**src/sv/slbi_pkg.sv**
```systemverilog
// slbi_pkg: types, codes and the colour table of the status indicator
// used by the channel interfaces and by status_led_buzzer_indicator_unit
package slbi_pkg;

  typedef enum logic [2:0] {
    REQ_TICK      = 3'd0,
    REQ_READY     = 3'd1,
    REQ_RELAY     = 3'd2,
    REQ_COMMAND   = 3'd3,
    REQ_DEGRADED  = 3'd4,
    REQ_FAULT     = 3'd5,
    REQ_REBOOT    = 3'd6
  } req_t;

  typedef enum logic [2:0] {
    PAT_OFF       = 3'd0,
    PAT_BOOTING   = 3'd1,
    PAT_READY     = 3'd2,
    PAT_ACCEPTED  = 3'd3,
    PAT_RELAY     = 3'd4,
    PAT_ATTENTION = 3'd5,
    PAT_REBOOT    = 3'd6,
    PAT_FAULT     = 3'd7
  } pattern_t;

  typedef enum logic [1:0] {
    TONE_SILENT   = 2'd0,
    TONE_ACCEPTED = 2'd1,
    TONE_REJECTED = 2'd2,
    TONE_REBOOT   = 2'd3
  } tone_t;

  typedef enum logic [2:0] {
    CFG_HW_ENABLE     = 3'd0,
    CFG_BUZZER_ENABLE = 3'd1,
    CFG_ACCEPT_HOLD   = 3'd2,
    CFG_ATTN_HOLD     = 3'd3,
    CFG_BEEP_ON       = 3'd4,
    CFG_BEEP_OFF      = 3'd5
  } cfg_idx_t;

  localparam int CFG_IDX_W  = 3;
  localparam int CFG_DATA_W = 16;
  localparam int HOLD_W     = 16;
  localparam int BEEP_W     = 10;
  localparam int MASK_W     = 8;

  localparam logic [HOLD_W-1:0] ACCEPT_HOLD_RST = 16'd150;
  localparam logic [HOLD_W-1:0] ATTN_HOLD_RST   = 16'd600;
  localparam logic [BEEP_W-1:0] BEEP_ON_RST     = 10'd60;
  localparam logic [BEEP_W-1:0] BEEP_OFF_RST    = 10'd60;

  typedef struct packed {
    logic [2:0]        req_type;
    logic              flag_value;
    logic [MASK_W-1:0] relay_mask;
    logic [MASK_W-1:0] pulsing_mask;
    logic              command_accepted;
  } in_item_t;

  typedef struct packed {
    logic [2:0] pattern_code;
    logic [7:0] red;
    logic [7:0] green;
    logic [7:0] blue;
    logic       buzzer_on;
    logic [1:0] tone_code;
  } out_item_t;

  typedef struct packed {
    logic [7:0] r;
    logic [7:0] g;
    logic [7:0] b;
  } rgb_t;

  // dim selects the second phase of blinking and pulsing patterns
  function automatic rgb_t colour_lookup(pattern_t pat, logic dim);
    rgb_t c;
    c = '{r: 8'd0, g: 8'd0, b: 8'd0};
    case (pat)
      PAT_OFF:       c = '{r: 8'd0,  g: 8'd0,  b: 8'd0};
      PAT_BOOTING:   c = '{r: 8'd12, g: 8'd12, b: 8'd12};
      PAT_READY:     c = '{r: 8'd0,  g: 8'd32, b: 8'd0};
      PAT_ACCEPTED:  c = '{r: 8'd0,  g: 8'd96, b: 8'd0};
      PAT_RELAY:     c = '{r: 8'd0,  g: 8'd32, b: 8'd64};
      PAT_ATTENTION: c = dim ? '{r: 8'd10, g: 8'd6, b: 8'd0}
                             : '{r: 8'd80, g: 8'd48, b: 8'd0};
      PAT_REBOOT:    c = dim ? '{r: 8'd0, g: 8'd0, b: 8'd60}
                             : '{r: 8'd40, g: 8'd0, b: 8'd80};
      PAT_FAULT:     c = dim ? '{r: 8'd0, g: 8'd0, b: 8'd0}
                             : '{r: 8'd96, g: 8'd0, b: 8'd0};
      default:       c = '{r: 8'd0,  g: 8'd0,  b: 8'd0};
    endcase
    return c;
  endfunction

endpackage

```
**src/sv/slbi_if.sv**
```systemverilog
// slbi_in_if and slbi_out_if: valid/ready channels of the status indicator
// payload types come from slbi_pkg
interface slbi_in_if
  import slbi_pkg::*;
();
  logic     valid;
  logic     ready;
  in_item_t payload;

  modport source (output valid, output payload, input ready);
  modport sink   (input valid, input payload, output ready);
endinterface

interface slbi_out_if
  import slbi_pkg::*;
();
  logic      valid;
  logic      ready;
  out_item_t payload;

  modport source (output valid, output payload, input ready);
  modport sink   (input valid, input payload, output ready);
endinterface

```
**src/sv/status_led_buzzer_indicator_unit.sv**
```systemverilog
// status_led_buzzer_indicator_unit: LED pattern, colour and beep sequencer
// depends on slbi_pkg and the channel interfaces in slbi_if.sv
//
// Use: feed one item per 1 ms tick (req_type tick) and one item per status
// event on in_ch. Every accepted item gives exactly one result item on
// out_ch: the pattern code, its RGB colour and the buzzer drive, evaluated
// on the state after the item has been applied.
// The result is registered and is valid in the cycle after the item is accepted.
// Throughput: one item per cycle unless out_ch stalls; the state update and
// the evaluation are one pass of logic into the state and result registers.
// The result register acts as the output stage: while it is empty or being
// taken, in_ch.ready is high, so a receiver that stalls holds the block
// after one result is waiting, and nothing is lost.
// Configuration is written through cfg_we/cfg_index/cfg_data while idle;
// indexes 0..5 are hardware enable, buzzer enable, accepted hold time,
// attention hold time, beep on time and beep gap; other indexes are ignored.
// Reset (rst_n low, synchronous) clears all flags, timers and the phase,
// restores the register defaults and empties the result register.
module status_led_buzzer_indicator_unit
  import slbi_pkg::*;
#(
  parameter int BLINK_HALF_MS = 250,
  parameter int PULSE_HALF_MS = 500,
  parameter int RELAY_COUNT   = 8
) (
  input  logic                  clk,
  input  logic                  rst_n,
  slbi_in_if.sink               in_ch,
  slbi_out_if.source            out_ch,
  input  logic                  cfg_we,
  input  logic [CFG_IDX_W-1:0]  cfg_index,
  input  logic [CFG_DATA_W-1:0] cfg_data
);

  localparam int PH_W = $clog2(2 * PULSE_HALF_MS);
  localparam int BL_W = $clog2(BLINK_HALF_MS + 1);
  localparam logic [PH_W-1:0] PHASE_LAST = PH_W'(2 * PULSE_HALF_MS - 1);
  localparam logic [PH_W-1:0] PULSE_EDGE = PH_W'(PULSE_HALF_MS);
  localparam logic [BL_W-1:0] BLINK_LAST = BL_W'(BLINK_HALF_MS - 1);

  // configuration
  logic              hw_enable_r, buzzer_enable_r;
  logic [HOLD_W-1:0] accept_hold_r, attn_hold_r;
  logic [BEEP_W-1:0] beep_on_r, beep_off_r;

  // state
  logic [PH_W-1:0]        phase_r, phase_nxt;
  logic [BL_W-1:0]        blink_cnt_r, blink_cnt_nxt;
  logic                   blink_odd_r, blink_odd_nxt;
  logic [HOLD_W-1:0]      accept_left_r, accept_left_nxt;
  logic [HOLD_W-1:0]      attn_left_r, attn_left_nxt;
  logic [BEEP_W-1:0]      beep_wait_r, beep_wait_nxt;
  logic [1:0]             beeps_left_r, beeps_left_nxt;
  logic                   beep_active_r, beep_active_nxt;
  tone_t                  tone_r, tone_nxt;
  logic                   ready_r, ready_nxt;
  logic                   degraded_r, degraded_nxt;
  logic                   fault_r, fault_nxt;
  logic                   reboot_r, reboot_nxt;
  logic [RELAY_COUNT-1:0] relay_bits_r, relay_bits_nxt;
  logic [RELAY_COUNT-1:0] pulse_bits_r, pulse_bits_nxt;

  // result stage
  logic      out_valid_r;
  out_item_t out_item_r, out_item_nxt;
  logic      in_fire;

  assign in_ch.ready    = !out_valid_r || out_ch.ready;
  assign in_fire        = in_ch.valid && in_ch.ready;
  assign out_ch.valid   = out_valid_r;
  assign out_ch.payload = out_item_r;

  always_comb begin
    logic [BL_W-1:0] blink_inc;
    logic            do_load;
    tone_t           load_kind;
    pattern_t        pat;
    tone_t           tone_rep;
    logic            dim;
    rgb_t            rgb;

    phase_nxt       = phase_r;
    blink_cnt_nxt   = blink_cnt_r;
    blink_odd_nxt   = blink_odd_r;
    accept_left_nxt = accept_left_r;
    attn_left_nxt   = attn_left_r;
    beep_wait_nxt   = beep_wait_r;
    beeps_left_nxt  = beeps_left_r;
    beep_active_nxt = beep_active_r;
    tone_nxt        = tone_r;
    ready_nxt       = ready_r;
    degraded_nxt    = degraded_r;
    fault_nxt       = fault_r;
    reboot_nxt      = reboot_r;
    relay_bits_nxt  = relay_bits_r;
    pulse_bits_nxt  = pulse_bits_r;
    do_load         = 1'b0;
    load_kind       = TONE_SILENT;
    blink_inc       = blink_cnt_r + BL_W'(1);

    // apply the item
    case (req_t'(in_ch.payload.req_type))
      REQ_TICK: begin
        if (phase_r == PHASE_LAST) begin
          phase_nxt     = '0;
          blink_cnt_nxt = '0;
          blink_odd_nxt = 1'b0;
        end else begin
          phase_nxt = phase_r + PH_W'(1);
          if (blink_cnt_r == BLINK_LAST) begin
            blink_cnt_nxt = '0;
            blink_odd_nxt = !blink_odd_r;
          end else begin
            blink_cnt_nxt = blink_inc;
          end
        end
        if (accept_left_r != '0) accept_left_nxt = accept_left_r - HOLD_W'(1);
        if (attn_left_r != '0) attn_left_nxt = attn_left_r - HOLD_W'(1);
        if (beep_wait_r != '0) beep_wait_nxt = beep_wait_r - BEEP_W'(1);
      end
      REQ_READY:    ready_nxt = in_ch.payload.flag_value;
      REQ_RELAY: begin
        relay_bits_nxt = in_ch.payload.relay_mask[RELAY_COUNT-1:0];
        pulse_bits_nxt = in_ch.payload.pulsing_mask[RELAY_COUNT-1:0];
      end
      REQ_COMMAND: begin
        do_load = 1'b1;
        if (in_ch.payload.command_accepted) begin
          accept_left_nxt = accept_hold_r;
          load_kind       = TONE_ACCEPTED;
        end else begin
          attn_left_nxt = attn_hold_r;
          load_kind     = TONE_REJECTED;
        end
      end
      REQ_DEGRADED: degraded_nxt = in_ch.payload.flag_value;
      REQ_FAULT:    fault_nxt = in_ch.payload.flag_value;
      REQ_REBOOT: begin
        reboot_nxt = in_ch.payload.flag_value;
        do_load    = in_ch.payload.flag_value;
        load_kind  = TONE_REBOOT;
      end
      default: ;
    endcase

    // a new beep request restarts the sequence while hardware and buzzer are enabled
    if (do_load && hw_enable_r && buzzer_enable_r) begin
      beeps_left_nxt  = 2'(load_kind);
      tone_nxt        = load_kind;
      beep_active_nxt = 1'b0;
      beep_wait_nxt   = '0;
    end

    // pattern priority: off while hardware is disabled, else fault first
    if (!hw_enable_r)                           pat = PAT_OFF;
    else if (fault_nxt)                         pat = PAT_FAULT;
    else if (reboot_nxt)                        pat = PAT_REBOOT;
    else if (degraded_nxt || attn_left_nxt != '0) pat = PAT_ATTENTION;
    else if (accept_left_nxt != '0)             pat = PAT_ACCEPTED;
    else if ((relay_bits_nxt | pulse_bits_nxt) != '0) pat = PAT_RELAY;
    else if (ready_nxt)                         pat = PAT_READY;
    else                                        pat = PAT_BOOTING;

    // beep sequencer step
    tone_rep = tone_nxt;
    if (!buzzer_enable_r) begin
      tone_rep = TONE_SILENT;
    end else if (beeps_left_nxt == 2'd0 && !beep_active_nxt) begin
      tone_nxt = TONE_SILENT;
      tone_rep = TONE_SILENT;
    end else if (beep_wait_nxt != '0) begin
      tone_rep = tone_nxt;
    end else if (beep_active_nxt) begin
      beep_active_nxt = 1'b0;
      beep_wait_nxt   = beep_off_r;
    end else begin
      beep_active_nxt = 1'b1;
      beeps_left_nxt  = beeps_left_nxt - 2'd1;
      beep_wait_nxt   = beep_on_r;
    end

    case (pat)
      PAT_FAULT:                 dim = blink_odd_nxt;
      PAT_ATTENTION, PAT_REBOOT: dim = !(phase_nxt < PULSE_EDGE);
      default:                   dim = 1'b0;
    endcase
    rgb = colour_lookup(pat, dim);

    out_item_nxt.pattern_code = 3'(pat);
    out_item_nxt.red          = rgb.r;
    out_item_nxt.green        = rgb.g;
    out_item_nxt.blue         = rgb.b;
    out_item_nxt.buzzer_on    = hw_enable_r && buzzer_enable_r && beep_active_nxt;
    out_item_nxt.tone_code    = hw_enable_r ? 2'(tone_rep) : 2'(TONE_SILENT);
  end

  always_ff @(posedge clk) begin
    if (!rst_n) begin
      hw_enable_r     <= 1'b1;
      buzzer_enable_r <= 1'b1;
      accept_hold_r   <= ACCEPT_HOLD_RST;
      attn_hold_r     <= ATTN_HOLD_RST;
      beep_on_r       <= BEEP_ON_RST;
      beep_off_r      <= BEEP_OFF_RST;
    end else if (cfg_we) begin
      case (cfg_idx_t'(cfg_index))
        CFG_HW_ENABLE:     hw_enable_r     <= cfg_data[0];
        CFG_BUZZER_ENABLE: buzzer_enable_r <= cfg_data[0];
        CFG_ACCEPT_HOLD:   accept_hold_r   <= cfg_data[HOLD_W-1:0];
        CFG_ATTN_HOLD:     attn_hold_r     <= cfg_data[HOLD_W-1:0];
        CFG_BEEP_ON:       beep_on_r       <= cfg_data[BEEP_W-1:0];
        CFG_BEEP_OFF:      beep_off_r      <= cfg_data[BEEP_W-1:0];
        default: ;
      endcase
    end
  end

  always_ff @(posedge clk) begin
    if (!rst_n) begin
      phase_r       <= '0;
      blink_cnt_r   <= '0;
      blink_odd_r   <= 1'b0;
      accept_left_r <= '0;
      attn_left_r   <= '0;
      beep_wait_r   <= '0;
      beeps_left_r  <= '0;
      beep_active_r <= 1'b0;
      tone_r        <= TONE_SILENT;
      ready_r       <= 1'b0;
      degraded_r    <= 1'b0;
      fault_r       <= 1'b0;
      reboot_r      <= 1'b0;
      relay_bits_r  <= '0;
      pulse_bits_r  <= '0;
      out_valid_r   <= 1'b0;
    end else begin
      if (in_fire) begin
        phase_r       <= phase_nxt;
        blink_cnt_r   <= blink_cnt_nxt;
        blink_odd_r   <= blink_odd_nxt;
        accept_left_r <= accept_left_nxt;
        attn_left_r   <= attn_left_nxt;
        beep_wait_r   <= beep_wait_nxt;
        beeps_left_r  <= beeps_left_nxt;
        beep_active_r <= beep_active_nxt;
        tone_r        <= tone_nxt;
        ready_r       <= ready_nxt;
        degraded_r    <= degraded_nxt;
        fault_r       <= fault_nxt;
        reboot_r      <= reboot_nxt;
        relay_bits_r  <= relay_bits_nxt;
        pulse_bits_r  <= pulse_bits_nxt;
        out_valid_r   <= 1'b1;
      end else if (out_ch.ready) begin
        out_valid_r <= 1'b0;
      end
    end
  end

  always_ff @(posedge clk) begin
    if (in_fire) out_item_r <= out_item_nxt;
  end

`ifndef ASSERT_OFF
  // an empty result stage never holds back the input
  a_ready_when_empty: assert property (@(posedge clk) disable iff (!rst_n)
    !out_valid_r |-> in_ch.ready)
    else $error("input stalled with empty result stage");

  // disabled hardware reports pattern off and a silent buzzer
  a_hw_off: assert property (@(posedge clk) disable iff (!rst_n)
    (in_fire && !hw_enable_r) |=>
      (out_ch.payload.pattern_code == 3'(PAT_OFF) && !out_ch.payload.buzzer_on))
    else $error("output active while hardware disabled");

  // a sounding buzzer always belongs to a named beep pattern
  a_tone_named: assert property (@(posedge clk) disable iff (!rst_n)
    (out_ch.valid && out_ch.payload.buzzer_on) |->
      (out_ch.payload.tone_code != 2'(TONE_SILENT)))
    else $error("buzzer on with silent pattern");

  // phase and blink counters stay inside their periods
  a_phase_range: assert property (@(posedge clk) disable iff (!rst_n)
    (phase_r <= PHASE_LAST) && (blink_cnt_r <= BLINK_LAST))
    else $error("phase counter out of range");
`endif

endmodule

```
**src/flat_wrapper.sv**
```systemverilog
// flat-port wrapper written by rule: the top's interface ports become plain ports
module status_led_buzzer_indicator_unit_flat import slbi_pkg::*;
#(
  parameter int BLINK_HALF_MS = 250,
  parameter int PULSE_HALF_MS = 500,
  parameter int RELAY_COUNT   = 8
)
  (clk, rst_n, cfg_we, cfg_index, cfg_data, in_ch_valid, in_ch_payload, in_ch_ready, out_ch_valid, out_ch_payload, out_ch_ready);
  slbi_in_if in_ch_i ();
  slbi_out_if out_ch_i ();
  input  logic clk;
  input  logic rst_n;
  input  logic cfg_we;
  input  logic [CFG_IDX_W-1:0] cfg_index;
  input  logic [CFG_DATA_W-1:0] cfg_data;
  input wire logic [$bits(in_ch_i.valid)-1:0] in_ch_valid;
  input wire logic [$bits(in_ch_i.payload)-1:0] in_ch_payload;
  output wire logic [$bits(in_ch_i.ready)-1:0] in_ch_ready;
  output wire logic [$bits(out_ch_i.valid)-1:0] out_ch_valid;
  output wire logic [$bits(out_ch_i.payload)-1:0] out_ch_payload;
  input wire logic [$bits(out_ch_i.ready)-1:0] out_ch_ready;
  assign in_ch_i.valid = in_ch_valid;
  assign in_ch_i.payload = in_ch_payload;
  assign in_ch_ready = in_ch_i.ready;
  assign out_ch_valid = out_ch_i.valid;
  assign out_ch_payload = out_ch_i.payload;
  assign out_ch_i.ready = out_ch_ready;
  status_led_buzzer_indicator_unit #(.BLINK_HALF_MS(BLINK_HALF_MS), .PULSE_HALF_MS(PULSE_HALF_MS), .RELAY_COUNT(RELAY_COUNT)) u_core (.clk(clk), .rst_n(rst_n), .in_ch(in_ch_i), .out_ch(out_ch_i), .cfg_we(cfg_we), .cfg_index(cfg_index), .cfg_data(cfg_data));
endmodule
```
**config.mk**
```make
export PLATFORM = sky130hd
export DESIGN_NAME = status_led_buzzer_indicator_unit_flat
export DESIGN_NICKNAME = d
export VERILOG_FILES = /design/src/sv/slbi_pkg.sv /design/src/sv/slbi_if.sv /design/src/sv/status_led_buzzer_indicator_unit.sv /design/src/flat_wrapper.sv
export SDC_FILE = /design/constraint.sdc
export NUM_CORES = 1
export LEC_CHECK = 0
export BUFFER_PORTS_ARGS = -buffer_cell sky130_fd_sc_hd__buf_2
export CORE_UTILIZATION = 48
export CTS_BUF_LIST = sky130_fd_sc_hd__clkbuf_8
export CTS_CLUSTER_SIZE = 25
export DETAILED_ROUTE_END_ITERATION = 8
export GPL_TIMING_DRIVEN = 0
export PLACE_DENSITY = 0.66
export SLEW_MARGIN = 10
export SYNTH_ARGS = -nofsm -noshare
export SYNTH_HDL_FRONTEND = slang
export SYNTH_SLANG_ARGS = --single-unit
```
**constraint.sdc**
```tcl
create_clock -name clk -period 9.93 [get_ports clk]
set_input_delay 0.993 -clock clk [delete_from_list [all_inputs] [get_ports clk]]
set_output_delay 0.993 -clock clk [all_outputs]
set_load 0.01 [all_outputs]
```
==> impl_metrics.csv <==
group,metric,value,unit
sta,skew,20.1,ps
drt,wl_per_cell,19.2,um
pwr,leakage,4.01,nW
synthesis,synth_top_area_share,31.3,%
drt,drtPass1Iterations,7,
hold_path,hold_start,"u_core.relay_bits_r[1]",
layout,syn2layout_area_growth,11.8,%
synthesis,yosys_warnings,0,
setup_path,path_max_fanout,10,
setup_path,required,10150,ps
outcome,status,"completed",
sta,max_freq,0.195,GHz
drt,drtAntennaViolNets,0,
sta,slew_headroom,40.2,%
placed_design,dp_cells,1445,
sta,fin_crit_sh,51.8,%
floorplan,die-area,0.0194,mm2
floorplan,core_area,0.0182,mm2
placed_design,dpl.hpwl,20900,um
setup_path,startpoint,"in_ch_payload[19]",
cts,root_buffer,"clkbuf_8",
synthesis,ys_ff_latch,160,
sta,finalMaxSlewViolations,0,
setup_path,reg2reg_from,"u_core.attn_left_r[0]",
placed_design,place.gp.congestion,0.972,
synthesis,synthesis.area,0.00903,mm2
layout,diodes,0,
setup_path,cp-end-kind,"register",
cts,clkSinkCount,160,
cts,clock_latency,470,ps
grt,antenna_found_initial,0,
cts,post-cts-setup-buffers,0,
grt,grt.met2_usage,46.4,%
layout,filler_cell_count,1758,
setup_path,crit_slowest_cell,"o32ai_1",
synthesis,synth.distinct_cells,72,
cts,clkTransAtPathRegs,100,ps
floorplan,die_y,139,um
synthesis,synth_edf_count,19,
grt,grt-ovfl-total,0,
grt,use_met1,41.0,%
layout,instances_no_fill,1477,
drt,vias,8896,
drt,wl,28300,um
synthesis,postSynthAreaPerCell,7.91,um2
floorplan,start_util,49.6,%
cts,ctsResizeCount,0,
setup_path,max_stage_delay,800,ps
sta,worstMarginPinSlew,894,ps
hold_path,hold_class,"reg2reg",
setup_path,crit_type,"in2reg",
synthesis,synth_top_area_cell,"dfxtp_1",
pwr,switching_share,32.4,%
cts,cts.hold.buffers_added,0,
grt,grt_pass1_vias,8011,
layout,final_layout_size_suffix_gt1_share,10.7,%
grt,grt_pass1_wl,44400,um
synthesis,synth_flop_cell,"dfxtp_1",
setup_path,worstPathCellList,"buf_2 -> clkbuf_1 -> nor3_2 -> clkbuf_1 -> nand4_1 -> o21a_1 -> a21oi_1 -> nand2_1 -> nor3_1 -> nand3_1 -> o32ai_1 -> a211o_1 -> a21oi_1",
floorplan,rows,49,
hold_path,worstHoldPathCells,2,
placed_design,io_buffers,68,
pwr,p_int,0.00104,W
setup_path,arrival,5360,ps
grt,track_usage,29.6,%
drt,drtIter0Drc,973,
sta,rsz0062_at_grt,"false",
cts,tritoncts,"built",
pwr,combinationalPowerShare,20.5,%
grt,grt_most_used_layer,"met2",
sta,finalSetupTns,0,ps
drt,viasPerCell,6.02,
sta,hold_viol,0,
sta,min_period,5140,ps
grt,grt_max_degree,29,
drt,route.detailed.drc,0,
pwr,p_per_area,153,mW/mm2
pwr,switching_power,0.000499,W
pwr,max-vdd-ir-drop,0.103,mV
setup_path,reg2reg_depth,13,
synthesis,async_flop_share,0,%
pwr,power_frac_clock,33.3,%
cts,cts_made_buffers,17,
synthesis,netlist_top_cells_area,"dfxtp_1 (31%), nand2_1 (10%), edfxtp_1 (6.3%)",
floorplan,io_pins,77,
cts,h-tree-depth,4,
floorplan,die_w,139,um
flow_run,maxCapViolCount,0,
synthesis,syn_inst,1142,
layout,final_nets,1289,
synthesis,yosysSeqAreaShare,37.6,%
cts,clockBufferDepth,2,
pwr,seq_power_share,46.2,%
setup_path,start_kind,"input port",
grt,grt_util_met3,5.56,%
sta,setup_viol,0,
## cell usage in the layout (no fill, tap or decap), types with 6 or more instances in the layout
master	count
a31oi_1	9
nor3b_1	11
and3_1	10
a22oi_1	8
and2_1	16
edfxtp_1	19
a211oi_1	8
nand4_1	24
o21ai_0	59
o211a_1	27
o211ai_1	8
clkbuf_8	19
mux2i_1	16
nor2_1	66
nand3_1	44
buf_4	11
buf_2	74
nor2b_1	11
a21boi_0	62
nand2_1	244
ha_1	9
clkbuf_1	57
and4_1	8
conb_1	7
xnor2_1	7
or4_1	10
nor4_1	22
buf_1	6
a22o_1	6
o21a_1	8
nand2b_1	10
inv_1	23
xor2_1	12
dfxtp_1	141
nor3_1	40
a21oi_1	48
## cells in the mapped netlist (all sizes together) (3+ instances only)
cell type,number
or4,10
nor2,66
edfxtp,19
nand4b,3
inv,22
nand3,44
nor3,42
nand2,244
o21ai,60
o31ai,4
a22o,6
ha,9
clkbuf,58
nand2b,10
a311oi,3
dfxtp,141
o211ai,8
a2bb2oi,5
a22oi,8
mux2i,16
nor4b,5
nor2b,11
a211oi,8
nand4,25
xor2,12
nand3b,4
xnor2,7
nor4,27
buf,24
nor3b,11
a21boi,62
and3,10
or3,5
a31oi,9
and4,8
o32ai,3
a21oi,48
o21a,8
mux2,3
o31a,3
o211a,27
and2,17
## logic make-up (layout without fill, tap and decap cells)
| kind of cell | count (synthesis) | count (layout) | synth area share, % |
|---|---|---|---|
| and+or+nand+nor | 548 | 548 | 30.4 |
| AOI/OAI and AO/OA | 282 | 282 | 21.8 |
| DFF | 160 | 160 | 37.6 |
| buffers and inverters | 104 | 204 | 4.95 |
| xor gates and xnor gates | 19 | 19 | 1.84 |
| muxes | 19 | 19 | 2.15 |
| adders and majority gates | 9 | 9 | 1.25 |
| other | 1 | 7 | 0.0415 |
## state kept, by name, summed over array words and instances (netlist names), 10 cells and up
| register | count |
|---|---|
| u_core.accept_left_r | 16 |
| u_core.out_ch.payload | 19 |
| u_core.phase_r | 10 |
| u_core.beep_on_r | 10 |
| u_core.attn_left_r | 16 |
| u_core.accept_hold_r | 16 |
| u_core.attn_hold_r | 16 |
| u_core.beep_wait_r | 10 |
| u_core.beep_off_r | 10 |
## cell type report
type	count	area [um2]	share of cell area (%)
Inverter	22	82.6	0.818
Tap cell	229	287	2.84
Multi-Input combinational cell	884	5210	51.6
Timing Repair Buffer	68	340	3.37
Buffer	82	365	3.62
Clock inverter	13	150	1.49
Sequential cell	160	3390	33.6
Clock buffer	19	262	2.59
## layer usage
metal,wire [um],up-vias
li1,-,4290
met1,12900,4183
met2,12800,382
met3,2110,41
met4,529,0
met5,0,-
## through the flow
step / power, W / area (um2) / hold slack (ps) / setup WS [ps] / util, %
global placement: 0.00103 / 9680 / 453 / 4480 / 53.2
CTS: 0.00154 / 10100 / 471 / 4980 / 55.4
detailed placement: 0.00103 / 9680 / 455 / 4480 / 53.2
global route: 0.00160 / 10100 / 492 / 4750 / 55.4
floorplan: 0.000933 / 9050 / 439 / 6040 / -
finish: 0.00154 / 10100 / 468 / 4790 / 55.4
## power groups by stage
stage / clock network [W] / logic, W / registers (W)
final: 0.000514 / 0.000316 / 0.000711
after global routing: 0.000543 / 0.000343 / 0.000714
after CTS: 0.000517 / 0.000309 / 0.000710
after detailed placement: 0 / 0.000307 / 0.000725
after global placement: 0 / 0.000309 / 0.000724
after floorplan: 0 / 0.000212 / 0.000721
## worst max-delay path, delay by kind of cell
kind	cells	cell delay [ps]
simple gates	5	1630
buf+inv	3	1050
compound gates	5	1690
## worst paths after layout
path | endpoint | slack (ps)
max reg2reg | u_core.out_ch.payload[22] | 5470
min | u_core.relay_bits_r[1] | 470
max | u_core.out_ch.payload[22] | 4790
min reg2reg | u_core.relay_bits_r[1] | 470
No activity file was read; power rests on OpenSTA's default activity.
